File: src/deq_pkg.sv
`timescale 1ns / 1ps

package deq_pkg;

    typedef enum logic [2:0] {
        REQ_INS_FRONT = 3'd0,
        REQ_INS_REAR  = 3'd1,
        REQ_REM_FRONT = 3'd2,
        REQ_REM_REAR  = 3'd3,
        REQ_DUMP      = 3'd4
    } req_t;

    typedef enum logic [1:0] {
        ST_OK    = 2'd0,
        ST_EMPTY = 2'd1,
        ST_FULL  = 2'd2
    } stat_t;

    typedef enum logic {
        S_IDLE = 1'b0,
        S_RUN  = 1'b1
    } state_t;

endpackage

File: src/deq_ram.sv
`timescale 1ns / 1ps

module deq_ram #(
    parameter int WIDTH = 32,
    parameter int DEPTH = 16
) (
    input  logic                     clk,
    input  logic                     wr_en,
    input  logic [$clog2(DEPTH)-1:0] wr_addr,
    input  logic [WIDTH-1:0]         wr_data,
    input  logic                     rd_en,
    input  logic [$clog2(DEPTH)-1:0] rd_addr,
    output logic [WIDTH-1:0]         rd_data
);

    logic [WIDTH-1:0] mem [DEPTH];
    logic [WIDTH-1:0] rd_data_reg;

    always_ff @(posedge clk)
    begin
        if (wr_en)
        begin
            mem[wr_addr] <= wr_data;
        end
        if (rd_en)
        begin
            rd_data_reg <= mem[rd_addr];
        end
    end

    assign rd_data = rd_data_reg;

endmodule

File: src/double_ended_queue_unit.sv
`timescale 1ns / 1ps

// Bounded double-ended queue of DEPTH items held in a ring in one RAM with a
// registered read port and a separate write port. A request is a transfer
// of req_type and item_value; each request produces one or more result
// transfers, the final one marked by last_of_run. Inserts, refused inserts,
// removals or dumps from an empty queue and unknown request types load
// their result in the cycle of the request, so the result is valid in the
// cycle after. A removal reads the RAM into the RAM output register and then
// moves the item to the output register. A dump streams one held item per
// cycle from front to rear while out_ready accepts the results, because the
// single RAM read port supplies one entry a cycle. A new request is taken
// once the previous one has produced all of its results and the output
// register is free or being emptied.
module double_ended_queue_unit #(
    parameter int DEPTH      = 16,
    parameter int DATA_WIDTH = 32
) (
    input  logic               clk,
    input  logic               rst_n,
    input  logic               in_valid,
    output logic               in_ready,
    input  logic [2:0]         req_type,
    input  logic signed [31:0] item_value,
    output logic               out_valid,
    input  logic               out_ready,
    output logic [1:0]         status,
    output logic               has_value,
    output logic signed [31:0] out_value,
    output logic [4:0]         occupancy,
    output logic               last_of_run
);

    import deq_pkg::*;

    localparam int AW = $clog2(DEPTH);
    localparam int CW = $clog2(DEPTH + 1);

    state_t              state_reg, state_next;
    logic [AW-1:0]       front_reg, front_next;
    logic [CW-1:0]       count_reg, count_next;
    logic [AW-1:0]       run_base_reg, run_base_next;
    logic [CW-1:0]       run_len_reg, run_len_next;
    logic [CW-1:0]       issue_cnt_reg, issue_cnt_next;
    logic [CW-1:0]       emit_cnt_reg, emit_cnt_next;
    logic                d_vld_reg, d_vld_next;

    logic                out_valid_reg, out_valid_next;
    stat_t               status_reg, status_next;
    logic                has_value_reg, has_value_next;
    logic signed [31:0]  out_value_reg, out_value_next;
    logic [4:0]          occupancy_reg, occupancy_next;
    logic                last_reg, last_next;

    logic                slot_free;
    logic                in_xfer;
    logic                take;
    logic                issue;
    logic                wr_en;
    logic [AW-1:0]       wr_addr;
    logic [AW-1:0]       rd_addr;
    logic [DATA_WIDTH-1:0] wr_data;
    logic [DATA_WIDTH-1:0] rd_data;
    logic signed [31:0]  rd_value;
    logic [AW-1:0]       front_dec;
    logic [AW-1:0]       front_inc;
    logic [AW-1:0]       rear_ins;
    logic [AW-1:0]       rear_last;
    logic                is_full;
    logic                is_empty;

    // Reduce a sum known to be below twice DEPTH to a ring position.
    function automatic logic [AW-1:0] ring_wrap(input logic [CW:0] sum);
        logic [CW:0] red;
        begin
            red = (sum >= (CW + 1)'(DEPTH)) ? sum - (CW + 1)'(DEPTH) : sum;
            ring_wrap = red[AW-1:0];
        end
    endfunction

    generate
        if (DATA_WIDTH <= 32)
        begin : g_narrow
            assign wr_data  = item_value[DATA_WIDTH-1:0];
            assign rd_value = 32'($signed(rd_data));
        end
        else
        begin : g_wide
            assign wr_data  = DATA_WIDTH'($unsigned(item_value));
            assign rd_value = $signed(rd_data[31:0]);
        end
    endgenerate

    assign slot_free = !out_valid_reg || out_ready;
    assign in_ready  = (state_reg == S_IDLE) && slot_free;
    assign in_xfer   = in_valid && in_ready;
    assign is_full   = (count_reg == CW'(DEPTH));
    assign is_empty  = (count_reg == '0);

    assign front_dec = (front_reg == '0) ? AW'(DEPTH - 1) : front_reg - 1'b1;
    assign front_inc = (front_reg == AW'(DEPTH - 1)) ? '0 : front_reg + 1'b1;
    assign rear_ins  = ring_wrap((CW + 1)'(front_reg) + (CW + 1)'(count_reg));
    assign rear_last = ring_wrap((CW + 1)'(front_reg) + (CW + 1)'(count_reg)
                                 - (CW + 1)'(1));

    // The RAM output holds one fetched item until it moves to the output
    // register; the next read is issued only when that slot empties.
    assign take    = d_vld_reg && slot_free;
    assign issue   = (state_reg == S_RUN) && (issue_cnt_reg != run_len_reg)
                     && (!d_vld_reg || take);
    assign rd_addr = ring_wrap((CW + 1)'(run_base_reg) + (CW + 1)'(issue_cnt_reg));

    always_comb
    begin
        state_next     = state_reg;
        front_next     = front_reg;
        count_next     = count_reg;
        run_base_next  = run_base_reg;
        run_len_next   = run_len_reg;
        issue_cnt_next = issue_cnt_reg;
        emit_cnt_next  = emit_cnt_reg;
        d_vld_next     = d_vld_reg;
        out_valid_next = out_valid_reg && !out_ready;
        status_next    = status_reg;
        has_value_next = has_value_reg;
        out_value_next = out_value_reg;
        occupancy_next = occupancy_reg;
        last_next      = last_reg;
        wr_en          = 1'b0;
        wr_addr        = rear_ins;

        if (issue)
        begin
            issue_cnt_next = issue_cnt_reg + 1'b1;
            d_vld_next     = 1'b1;
        end
        else if (take)
        begin
            d_vld_next = 1'b0;
        end

        if (take)
        begin
            out_valid_next = 1'b1;
            status_next    = ST_OK;
            has_value_next = 1'b1;
            out_value_next = rd_value;
            occupancy_next = 5'(count_reg);
            last_next      = (emit_cnt_reg + 1'b1 == run_len_reg);
            emit_cnt_next  = emit_cnt_reg + 1'b1;
            if (emit_cnt_reg + 1'b1 == run_len_reg)
            begin
                state_next = S_IDLE;
            end
        end

        if (in_xfer)
        begin
            status_next    = ST_OK;
            has_value_next = 1'b0;
            out_value_next = '0;
            last_next      = 1'b1;
            issue_cnt_next = '0;
            emit_cnt_next  = '0;
            out_valid_next = 1'b1;
            case (req_t'(req_type))
                REQ_INS_FRONT, REQ_INS_REAR:
                begin
                    if (is_full)
                    begin
                        status_next = ST_FULL;
                    end
                    else
                    begin
                        wr_en      = 1'b1;
                        count_next = count_reg + 1'b1;
                        if (req_t'(req_type) == REQ_INS_FRONT)
                        begin
                            wr_addr    = front_dec;
                            front_next = front_dec;
                        end
                    end
                end
                REQ_REM_FRONT, REQ_REM_REAR:
                begin
                    if (is_empty)
                    begin
                        status_next = ST_EMPTY;
                    end
                    else
                    begin
                        out_valid_next = 1'b0;
                        state_next     = S_RUN;
                        run_len_next   = CW'(1);
                        count_next     = count_reg - 1'b1;
                        if (req_t'(req_type) == REQ_REM_FRONT)
                        begin
                            run_base_next = front_reg;
                            front_next    = front_inc;
                        end
                        else
                        begin
                            run_base_next = rear_last;
                        end
                    end
                end
                REQ_DUMP:
                begin
                    if (is_empty)
                    begin
                        status_next = ST_EMPTY;
                    end
                    else
                    begin
                        out_valid_next = 1'b0;
                        state_next     = S_RUN;
                        run_base_next  = front_reg;
                        run_len_next   = count_reg;
                    end
                end
                default:
                begin
                    // Unknown request types leave the queue untouched.
                end
            endcase
            occupancy_next = 5'(count_next);
        end
    end

    always_ff @(posedge clk or negedge rst_n)
    begin
        if (!rst_n)
        begin
            state_reg     <= S_IDLE;
            front_reg     <= '0;
            count_reg     <= '0;
            issue_cnt_reg <= '0;
            emit_cnt_reg  <= '0;
            d_vld_reg     <= 1'b0;
            out_valid_reg <= 1'b0;
        end
        else
        begin
            state_reg     <= state_next;
            front_reg     <= front_next;
            count_reg     <= count_next;
            issue_cnt_reg <= issue_cnt_next;
            emit_cnt_reg  <= emit_cnt_next;
            d_vld_reg     <= d_vld_next;
            out_valid_reg <= out_valid_next;
        end
    end

    always_ff @(posedge clk)
    begin
        run_base_reg  <= run_base_next;
        run_len_reg   <= run_len_next;
        status_reg    <= status_next;
        has_value_reg <= has_value_next;
        out_value_reg <= out_value_next;
        occupancy_reg <= occupancy_next;
        last_reg      <= last_next;
    end

    deq_ram #(
        .WIDTH (DATA_WIDTH),
        .DEPTH (DEPTH)
    ) u_ram (
        .clk     (clk),
        .wr_en   (wr_en),
        .wr_addr (wr_addr),
        .wr_data (wr_data),
        .rd_en   (issue),
        .rd_addr (rd_addr),
        .rd_data (rd_data)
    );

    assign out_valid   = out_valid_reg;
    assign status      = status_reg;
    assign has_value   = has_value_reg;
    assign out_value   = out_value_reg;
    assign occupancy   = occupancy_reg;
    assign last_of_run = last_reg;

`ifndef SYNTH
    a_count_bound: assert property (@(posedge clk) disable iff (!rst_n)
        count_reg <= CW'(DEPTH))
        else $error("item count exceeds the ring depth");

    a_front_bound: assert property (@(posedge clk) disable iff (!rst_n)
        front_reg < AW'(DEPTH - 1) || front_reg == AW'(DEPTH - 1))
        else $error("front index outside the ring");

    a_fetch_in_run: assert property (@(posedge clk) disable iff (!rst_n)
        d_vld_reg |-> state_reg == S_RUN)
        else $error("fetched item pending outside a run");

    a_mid_run: assert property (@(posedge clk) disable iff (!rst_n)
        (out_valid_reg && !last_reg) |-> state_reg == S_RUN)
        else $error("non-final result while no run is active");

    a_no_write_in_run: assert property (@(posedge clk) disable iff (!rst_n)
        (state_reg == S_RUN) |-> !wr_en)
        else $error("ring written while a run is reading it");
`endif

endmodule
File: config.mk
export PLATFORM = sky130hd
export DESIGN_NAME = double_ended_queue_unit
export DESIGN_NICKNAME = d
export VERILOG_FILES = /design/src/deq_pkg.sv /design/src/deq_ram.sv /design/src/double_ended_queue_unit.sv
export SDC_FILE = /design/constraint.sdc
export NUM_CORES = 1
export LEC_CHECK = 0
export BUFFER_PORTS_ARGS = -buffer_cell sky130_fd_sc_hd__buf_2
export CAP_MARGIN = 0
export CORE_ASPECT_RATIO = 0.7
export CORE_MARGIN = 2
export CORE_UTILIZATION = 35
export CTS_BUF_LIST = sky130_fd_sc_hd__clkbuf_16
export CTS_CLUSTER_DIAMETER = 30
export DETAILED_ROUTE_END_ITERATION = 6
export PLACE_DENSITY = 0.57
export SYNTH_ARGS = -nofsm -noshare
export SYNTH_HDL_FRONTEND = slang
export SYNTH_SLANG_ARGS = --single-unit
File: constraint.sdc
create_clock -name clk -period 3.5 [get_ports clk]
set_input_delay 0.175 -clock clk [delete_from_list [all_inputs] [get_ports clk]]
set_output_delay 0.175 -clock clk [all_outputs]
set_load 0.02 [all_outputs]
==> metrics.log, run 1 <==
INFO  metric status = finished clean
INFO  metric total_leakage_power = 10.0 nW
INFO  metric slew_headroom = 27.7%
INFO  metric final_cell_count_no_fill = 2489
INFO  metric die_y = 224 µm
INFO  metric core_region_area = 68200 µm²
INFO  metric max_reg_flops = 512
INFO  metric rsz0062_at_grt = no
INFO  metric drt_iter0_drc = 1113
INFO  metric numCtsBuffers = 99
INFO  metric dominantRegCellSynth = sky130_fd_sc_hd__edfxtp_1
INFO  metric synthesis.instances = 1305
INFO  metric i_o_pin_total = 82
INFO  metric die-area = 71100 µm²
INFO  metric power_density = 954 nW/µm²
INFO  metric grt_util_all_layers = 16.2%
INFO  metric antenna_cells_inserted = 0
INFO  metric start_kind = flop
INFO  metric avgSynthCellArea = 18.5 µm²
INFO  metric drive_above_1_share = 29.7%
INFO  metric root_buffer = sky130_fd_sc_hd__clkbuf_16
INFO  metric multi_input_gate_area_in_the_final_layout = 5800 µm²
INFO  metric synth-async-reset-ratio = 3.57%
INFO  metric ys_seq_elements = 616
INFO  metric hold_class = input port to flop
INFO  metric finalSetupViolCount = 0
INFO  metric route.vias.total = 12900
INFO  metric grt_overflow_total = 0
INFO  metric ir_drop = 0.606 mV
INFO  metric crit_arrival = 3.57 ns
INFO  metric floorplan.initialDensity = 35.4%
INFO  metric worstMarginPinSlew = 1.05 ns
INFO  metric timing_max_transition_violations_final = 0
INFO  metric timing_hold_violations_final = 0
INFO  metric synth-edff-count = 560
INFO  metric avgRoutedWirePerCell = 22.8 µm
INFO  metric netlist-cell-type-count = 59
INFO  metric seqCellArea = 18000 µm²
INFO  metric dp_hpwl = 32.6 mm
INFO  metric ys_warn_count = 0
INFO  metric finalWorstPathRequiredPeriod = 3.23 ns
INFO  metric path_clk_slew = 0.05 ns
INFO  metric worst-path-max-fanout = 19
INFO  metric min_from = req_type[2]
INFO  metric fillerInstances = 5862
INFO  metric slowest_delay = 0.86 ns
INFO  metric route.final.wire_length = 56.8 mm
INFO  metric summed_instance_area_of_the_synthesized_netlist = 24100 µm²
INFO  metric number_of_global_route_vias_before_repair = 13400
INFO  metric total_power = 0.0285 W
INFO  metric port_buffer_cells = 81
INFO  metric count_of_buffers_added_by_post_cts_timing_repair_for_setup = 0
INFO  metric skew = 0.0190 ns
INFO  metric totalNegativeSetupSlack = 0 ns
INFO  metric firstDrtPassIters = 5
INFO  metric timing.critical_path.cells = ha_1, fa_1, xnor2_1, mux2i_1, a22oi_1, nor2_4, buf_4
INFO  metric grt_first_pass_wirelength = 86.0 mm
INFO  metric placement_rows = 80
INFO  metric post-route-period-util = 92.2%
INFO  metric area_growth = 24.0%
INFO  metric gp_routability_congestion = 0.750
INFO  metric drt_drc_violations_left = 0
INFO  metric timing.critical_path.slowest_stage_cell = sky130_fd_sc_hd__a22oi_1
INFO  metric worst_skew_pair.late_latency = 0.64 ns
INFO  metric final_common_cell = sky130_fd_sc_hd__edfxtp_1
INFO  metric ctsHtreeMaxLevel = 3
INFO  metric numPlacedInstances = 2266
INFO  metric required_arrival_time_at_the_worst_endpoint = 3.84 ns
INFO  metric drt-vias-per-instance = 5.19
INFO  metric fmax = 310 MHz
INFO  metric final_nets = 1554
INFO  metric cts_tree = built
INFO  metric crit_start = count_reg[0]
INFO  metric synth_nets = 1359
INFO  metric clk_path_buf_depth = 3
INFO  metric max_capacitance_violation_total = 0
INFO  metric timing_worst_setup_path_type = flop to flop
INFO  metric die_w = 318 µm
INFO  metric antenna_found_initial = 2
INFO  metric antenna_left = 0
INFO  metric cp-end-kind = flop
INFO  metric cts.sinks = 616
INFO  metric layout_common_cells = 560 x sky130_fd_sc_hd__edfxtp_1, 134 x sky130_fd_sc_hd__nand3_1, 128 x sky130_fd_sc_hd__mux4_2
INFO  metric crit-reg2reg-launch = count_reg[0]
INFO  metric grt_max_degree = 65
INFO  metric synth.yosys.seq_area_share = 74.8%
-- cell families after synthesis --
family | synth area share, %
muxes | 12.3
buffers and inverters | 1.86
and+or+nand+nor | 6.77
AOI/OAI and AO/OA | 2.05
DFF | 74.8
xor gates and xnor gates | 1.41
adders and majority gates | 0.840
-- worst paths after layout --
check / end / slack (ns) / cells past startpoint
max: u_ram.mem[5][9] / 0.27 / 7
min reg2reg: out_value[9] / 0.45 / 2
max reg2reg: u_ram.mem[5][9] / 0.27 / 7
min in group asynchronous: front_reg[1] / 0.09 / 2
min: count_reg[2] / 0.06 / 4
max in group asynchronous: issue_cnt_reg[3] / 3.03 / 2
-- metrics by stage --
step,cell area (µm²),hold slack [ns],setup WS (ns),util [%]
final,29900,0.0592,0.271,43.9
after global routing,29900,0.0585,0.148,43.9
after CTS,29900,0.00994,0.284,43.9
after detailed placement,26100,0.209,0.320,38.2
after global placement,26100,0.211,0.383,38.2
after floorplan,24100,-0.121,-0.239,-
-- layout make-up --
class | instances | area share (%)
multi-input combinational | 600 | 19.4
sequential | 616 | 60.3
tap | 902 | 3.77
clock inverter | 86 | 3.20
clock buffer | 102 | 8.53
timing repair buffer | 167 | 4.56
inverter | 16 | 0.201
-- report_power, final --
group / switching (W) / internal, W / leakage, nW
Combinational: 0.00555 / 0.00362 / 2.72
Sequential: 0.000369 / 0.00897 / 5.61
Clock: 0.00371 / 0.00633 / 1.69
Total: 0.00962 / 0.0189 / 10.0
-- metal layers --
| layer | track usage (%) | vias up | routed length, µm |
|---|---|---|---|
| li1 | - | 5673 | - |
| met1 | 24.5 | 6758 | 27600 |
| met2 | 23.2 | 402 | 24500 |
| met3 | 3.49 | 91 | 3490 |
| met4 | 4.81 | 2 | 1230 |
| met5 | 0 | - | 7 |
-- cell usage after synthesis (all sizes together) (4+ instances only) --
| cell | number | area share [%] |
|---|---|---|
| nand3 | 134 | 2.8 |
| dfrtp | 22 | 2.3 |
| o21ai | 14 | 0.29 |
| nand4 | 37 | 1.0 |
| nor2 | 40 | 0.64 |
| ha | 13 | 0.67 |
| a21oi | 47 | 1.0 |
| a21o | 4 | 0.12 |
| buf | 45 | 1.2 |
| dfxtp | 34 | 2.8 |
| xor2 | 8 | 0.40 |
| and2 | 5 | 0.13 |
| clkbuf | 27 | 0.42 |
| mux2i | 7 | 0.29 |
| nand2b | 4 | 0.10 |
| mux4 | 128 | 12 |
| edfxtp | 560 | 70 |
| xnor2 | 24 | 1.0 |
| inv | 16 | 0.25 |
| nand2 | 89 | 1.4 |
| nor3 | 12 | 0.27 |
-- worst max-delay path: cells and delay by family (launching register included) --
kind / cells / cell delay (ns)
AO/OA/AOI/OAI: 1 / 0.86
XOR/XNOR: 1 / 0.43
adder cells (fa/ha/maj): 2 / 0.61
buffers and inverters: 1 / 0.29
flip-flops: 1 / 0.43
multiplexers: 1 / 0.23
AND/OR/NAND/NOR: 1 / 0.07
-- timing repair --
action / in CTS / in global routing
endpoints found under the setup margin: 0 / 0
hold buffers: 35 / 0
hold endpoints to repair: 539 / 0
resized for setup: 0 / 0
No activity file was read; power rests on OpenSTA's default activity.
==> run 2, diff against run 1 <==
--- a/config.mk
+++ b/config.mk
@@ -16,4 +16,5 @@
 export PLACE_DENSITY = 0.57
 export SYNTH_ARGS = -nofsm -noshare
 export SYNTH_HDL_FRONTEND = slang
+export SYNTH_HIERARCHICAL = 1
 export SYNTH_SLANG_ARGS = --single-unit
==> run 2 against run 1 <==
Compared with the run above: utilization up 0.55 points; first-iteration DRC count up 3.8%; largest power group unchanged; non-clock buffer count up 20; largest cell class unchanged; critical endpoint is now u_ram/mem[6][16].
==> metrics.log, run 2 <==
INFO  metric status = finished clean
INFO  metric timing.critical_path.cells = ha_1, a21o_1, a21oi_1, xnor2_2, mux2_2, mux2i_1, nand3b_1, buf_6, nor2_4
INFO  metric synthesis.instances = 1233
INFO  metric slowest_delay = 0.91 ns
INFO  metric dp_hpwl = 36.7 mm
INFO  metric timing_max_transition_violations_final = 0
INFO  metric total_leakage_power = 10.2 nW
INFO  metric finalSetupViolCount = 0
INFO  metric timing_hold_violations_final = 0
INFO  metric synth_area_leaders = sky130_fd_sc_hd__edfxtp_1 71%, sky130_fd_sc_hd__mux4_2 12%, sky130_fd_sc_hd__dfxtp_1 2.9%, sky130_fd_sc_hd__dfrtp_1 2.3%, sky130_fd_sc_hd__a22oi_1 2.0%
INFO  metric placement.cell_area = 25900 µm²
INFO  metric worst-path-max-fanout = 32
INFO  metric postLayoutCellArea = 29700 µm²
INFO  metric skew = 0.0561 ns
INFO  metric post-synth-top-count-cell = sky130_fd_sc_hd__edfxtp_1
INFO  metric die_w = 315 µm
INFO  metric timing.critical_path.slowest_stage_cell = sky130_fd_sc_hd__nor2_4
INFO  metric route.final.wire_length = 58.6 mm
INFO  metric dominantRegCellSynth = sky130_fd_sc_hd__edfxtp_1
INFO  metric die_y = 222 µm
INFO  metric start_kind = flop
INFO  metric port_buffer_cells = 81
INFO  metric ir_drop = 0.706 mV
INFO  metric cts.sinks = 616
INFO  metric finalWorstPathRequiredPeriod = 3.30 ns
INFO  metric fmax = 303 MHz
INFO  metric avgRoutedWirePerCell = 24.1 µm
INFO  metric count_of_buffers_added_by_post_cts_timing_repair_for_setup = 0
INFO  metric layout_common_cells = 560 x sky130_fd_sc_hd__edfxtp_1, 128 x sky130_fd_sc_hd__mux4_2, 117 x sky130_fd_sc_hd__nand2_1
INFO  metric max_reg_flops = 512
INFO  metric timing_worst_setup_path_type = flop to flop
INFO  metric avgSynthCellArea = 19.3 µm²
INFO  metric final_common_cell = sky130_fd_sc_hd__edfxtp_1
INFO  metric cts_tree = built
INFO  metric ys_seq_elements = 616
INFO  metric drt-vias-per-instance = 5.20
INFO  metric area_growth = 24.9%
INFO  metric netlist_top_cells_count = 560 x sky130_fd_sc_hd__edfxtp_1, 128 x sky130_fd_sc_hd__mux4_2, 119 x sky130_fd_sc_hd__nand2_1
INFO  metric summed_instance_area_of_the_synthesized_netlist = 23800 µm²
INFO  metric totalNegativeSetupSlack = 0 ns
INFO  metric worst_skew_pair.late_latency = 0.65 ns
INFO  metric floorplan.initialDensity = 35.6%
INFO  metric grt_util_all_layers = 16.8%
INFO  metric i_o_pin_total = 82
INFO  metric synth-edff-count = 560
INFO  metric grt_max_degree = 43
INFO  metric worstMarginPinSlew = 1.19 ns
INFO  metric root_buffer = sky130_fd_sc_hd__clkbuf_16
INFO  metric max_capacitance_violation_total = 0
INFO  metric netlist-cell-type-count = 52
INFO  metric synth_nets = 1288
INFO  metric required_arrival_time_at_the_worst_endpoint = 3.74 ns
INFO  metric final_nets = 1514
INFO  metric crit_arrival = 3.53 ns
INFO  metric holdWs = 0.0695 ns
INFO  metric power_density = 947 nW/µm²
INFO  metric antenna_found_initial = 0
INFO  metric hold_class = input port to async pin
INFO  metric synth-async-reset-ratio = 3.57%
INFO  metric core_region_area = 66800 µm²
INFO  metric final_cell_count_no_fill = 2436
INFO  metric grt_overflow_total = 0
INFO  metric path_clk_slew = 0.05 ns
INFO  metric synth_largest_type_area_fraction = 70.7%
INFO  metric route.vias.total = 12700
INFO  metric placement_rows = 79
INFO  metric final_core_util = 44.4%
INFO  metric numCtsBuffers = 99
INFO  metric clk_path_buf_depth = 3
INFO  metric grt_first_pass_wirelength = 85.5 mm
INFO  metric synthDominantAreaCellType = sky130_fd_sc_hd__edfxtp_1
INFO  metric synth.yosys.seq_area_share = 75.9%
INFO  metric numPlacedInstances = 2211
INFO  metric cp-end-kind = flop
INFO  metric firstDrtPassIters = 5
INFO  metric gp_routability_congestion = 0.786
INFO  metric drt_iter0_drc = 1155
INFO  metric ys_warn_count = 6
INFO  metric slew_headroom = 20.7%
INFO  metric number_of_global_route_vias_before_repair = 12600
INFO  metric fillerInstances = 5788
INFO  metric drt_drc_violations_left = 0
INFO  metric ctsHtreeMaxLevel = 3
INFO  metric die-area = 70000 µm²
INFO  metric drive_above_1_share = 30.7%
INFO  metric antenna_left = 0
INFO  metric post-route-period-util = 94.1%
-- run 2: cell count changes in the layout (fill, tap and decap cells not counted), sizes merged, moves of 3 or more --
cell / change
a22oi: +62
buf: +18
clkinv: +13
clkinvlp: -10
inv: -6
nand2: +31
nand3: -129
nand3b: +3
nand4: -34
nor2b: +3
nor3: +5
o21ai: -3
o31ai: +3
xnor2: -8
-- run 2: cell type report --
type	instances	area, µm²	area share (%)
repair buffers	187	1540	5.17
diodes	2	5.00	0.0169
clock inverters	84	827	2.79
inverters	15	58.8	0.198
multi-input cells	540	5570	18.8
flip-flops and latches	616	18000	60.8
clock buffers	101	2530	8.51
well taps	891	1110	3.76
-- run 2: kinds of logic (layout without fill, tap and decap cells) --
group	Yosys count	after routing	share of synthesized area, %
compound gates	144	144	4.02
mux	139	139	12.6
other cells	0	2	0
simple gates	214	215	4.09
flops	616	616	75.9
xor+xnor	26	26	0.958
buf+inv	78	387	1.49
fa+ha+maj	16	16	0.905
-- run 2: what timing repair did --
action                                 CTS  global route
resized for setup                        0             4
setup endpoints to repair                0            88
endpoints found under the hold margin  540             0
hold buffers                            37             0
-- run 2: stage by stage --
step,total power (W),setup slack (ns)
floorplan,0.0149,-0.438
global placement,0.0185,0.190
detailed placement,0.0186,0.102
CTS,0.0284,0.120
global route,0.0294,-0.00276
finish,0.0281,0.205
-- run 2: path summary, 6_finish.rpt --
path / start / end / slack (ns) / cells after the start
worst max register to register: count_reg[1] / u_ram/mem[6][16] / 0.20 / 9
max in group asynchronous: rst_n / count_reg[3] / 3.01 / 2
worst min register to register: out_value[23] / out_value[23] / 0.45 / 2
worst max-delay path: count_reg[1] / u_ram/mem[6][16] / 0.20 / 9
worst min-delay path: rst_n / emit_cnt_reg[1] / 0.07 / 2
min in group clk: req_type[2] / front_reg[2] / 0.09 / 3
-- run 2: metal layers --
| metal | track usage, % | wire (µm) | up-vias |
|---|---|---|---|
| li1 | - | - | 5458 |
| met1 | 26.7 | 28800 | 6681 |
| met2 | 22.5 | 24300 | 446 |
| met3 | 4.56 | 4550 | 73 |
| met4 | 4.07 | 924 | 0 |
| met5 | 0 | 0 | - |
-- run 2: worst max-delay path: cells and delay by family (launching register included) --
family                   cells  cell delay, ns
XOR/XNOR                     1            0.19
multiplexers                 2            0.31
adder cells (fa/ha/maj)      1            0.30
flip-flops                   1            0.42
AND/OR/NAND/NOR              2            1.12
buffers and inverters        1            0.18
AO/OA/AOI/OAI                2            0.40
-- run 2: where the power goes --
part,internal (W),switching (W)
clock,0.00617,0.00349
sequential,0.00895,0.000315
combinational,0.00366,0.00553
total,0.0188,0.00933
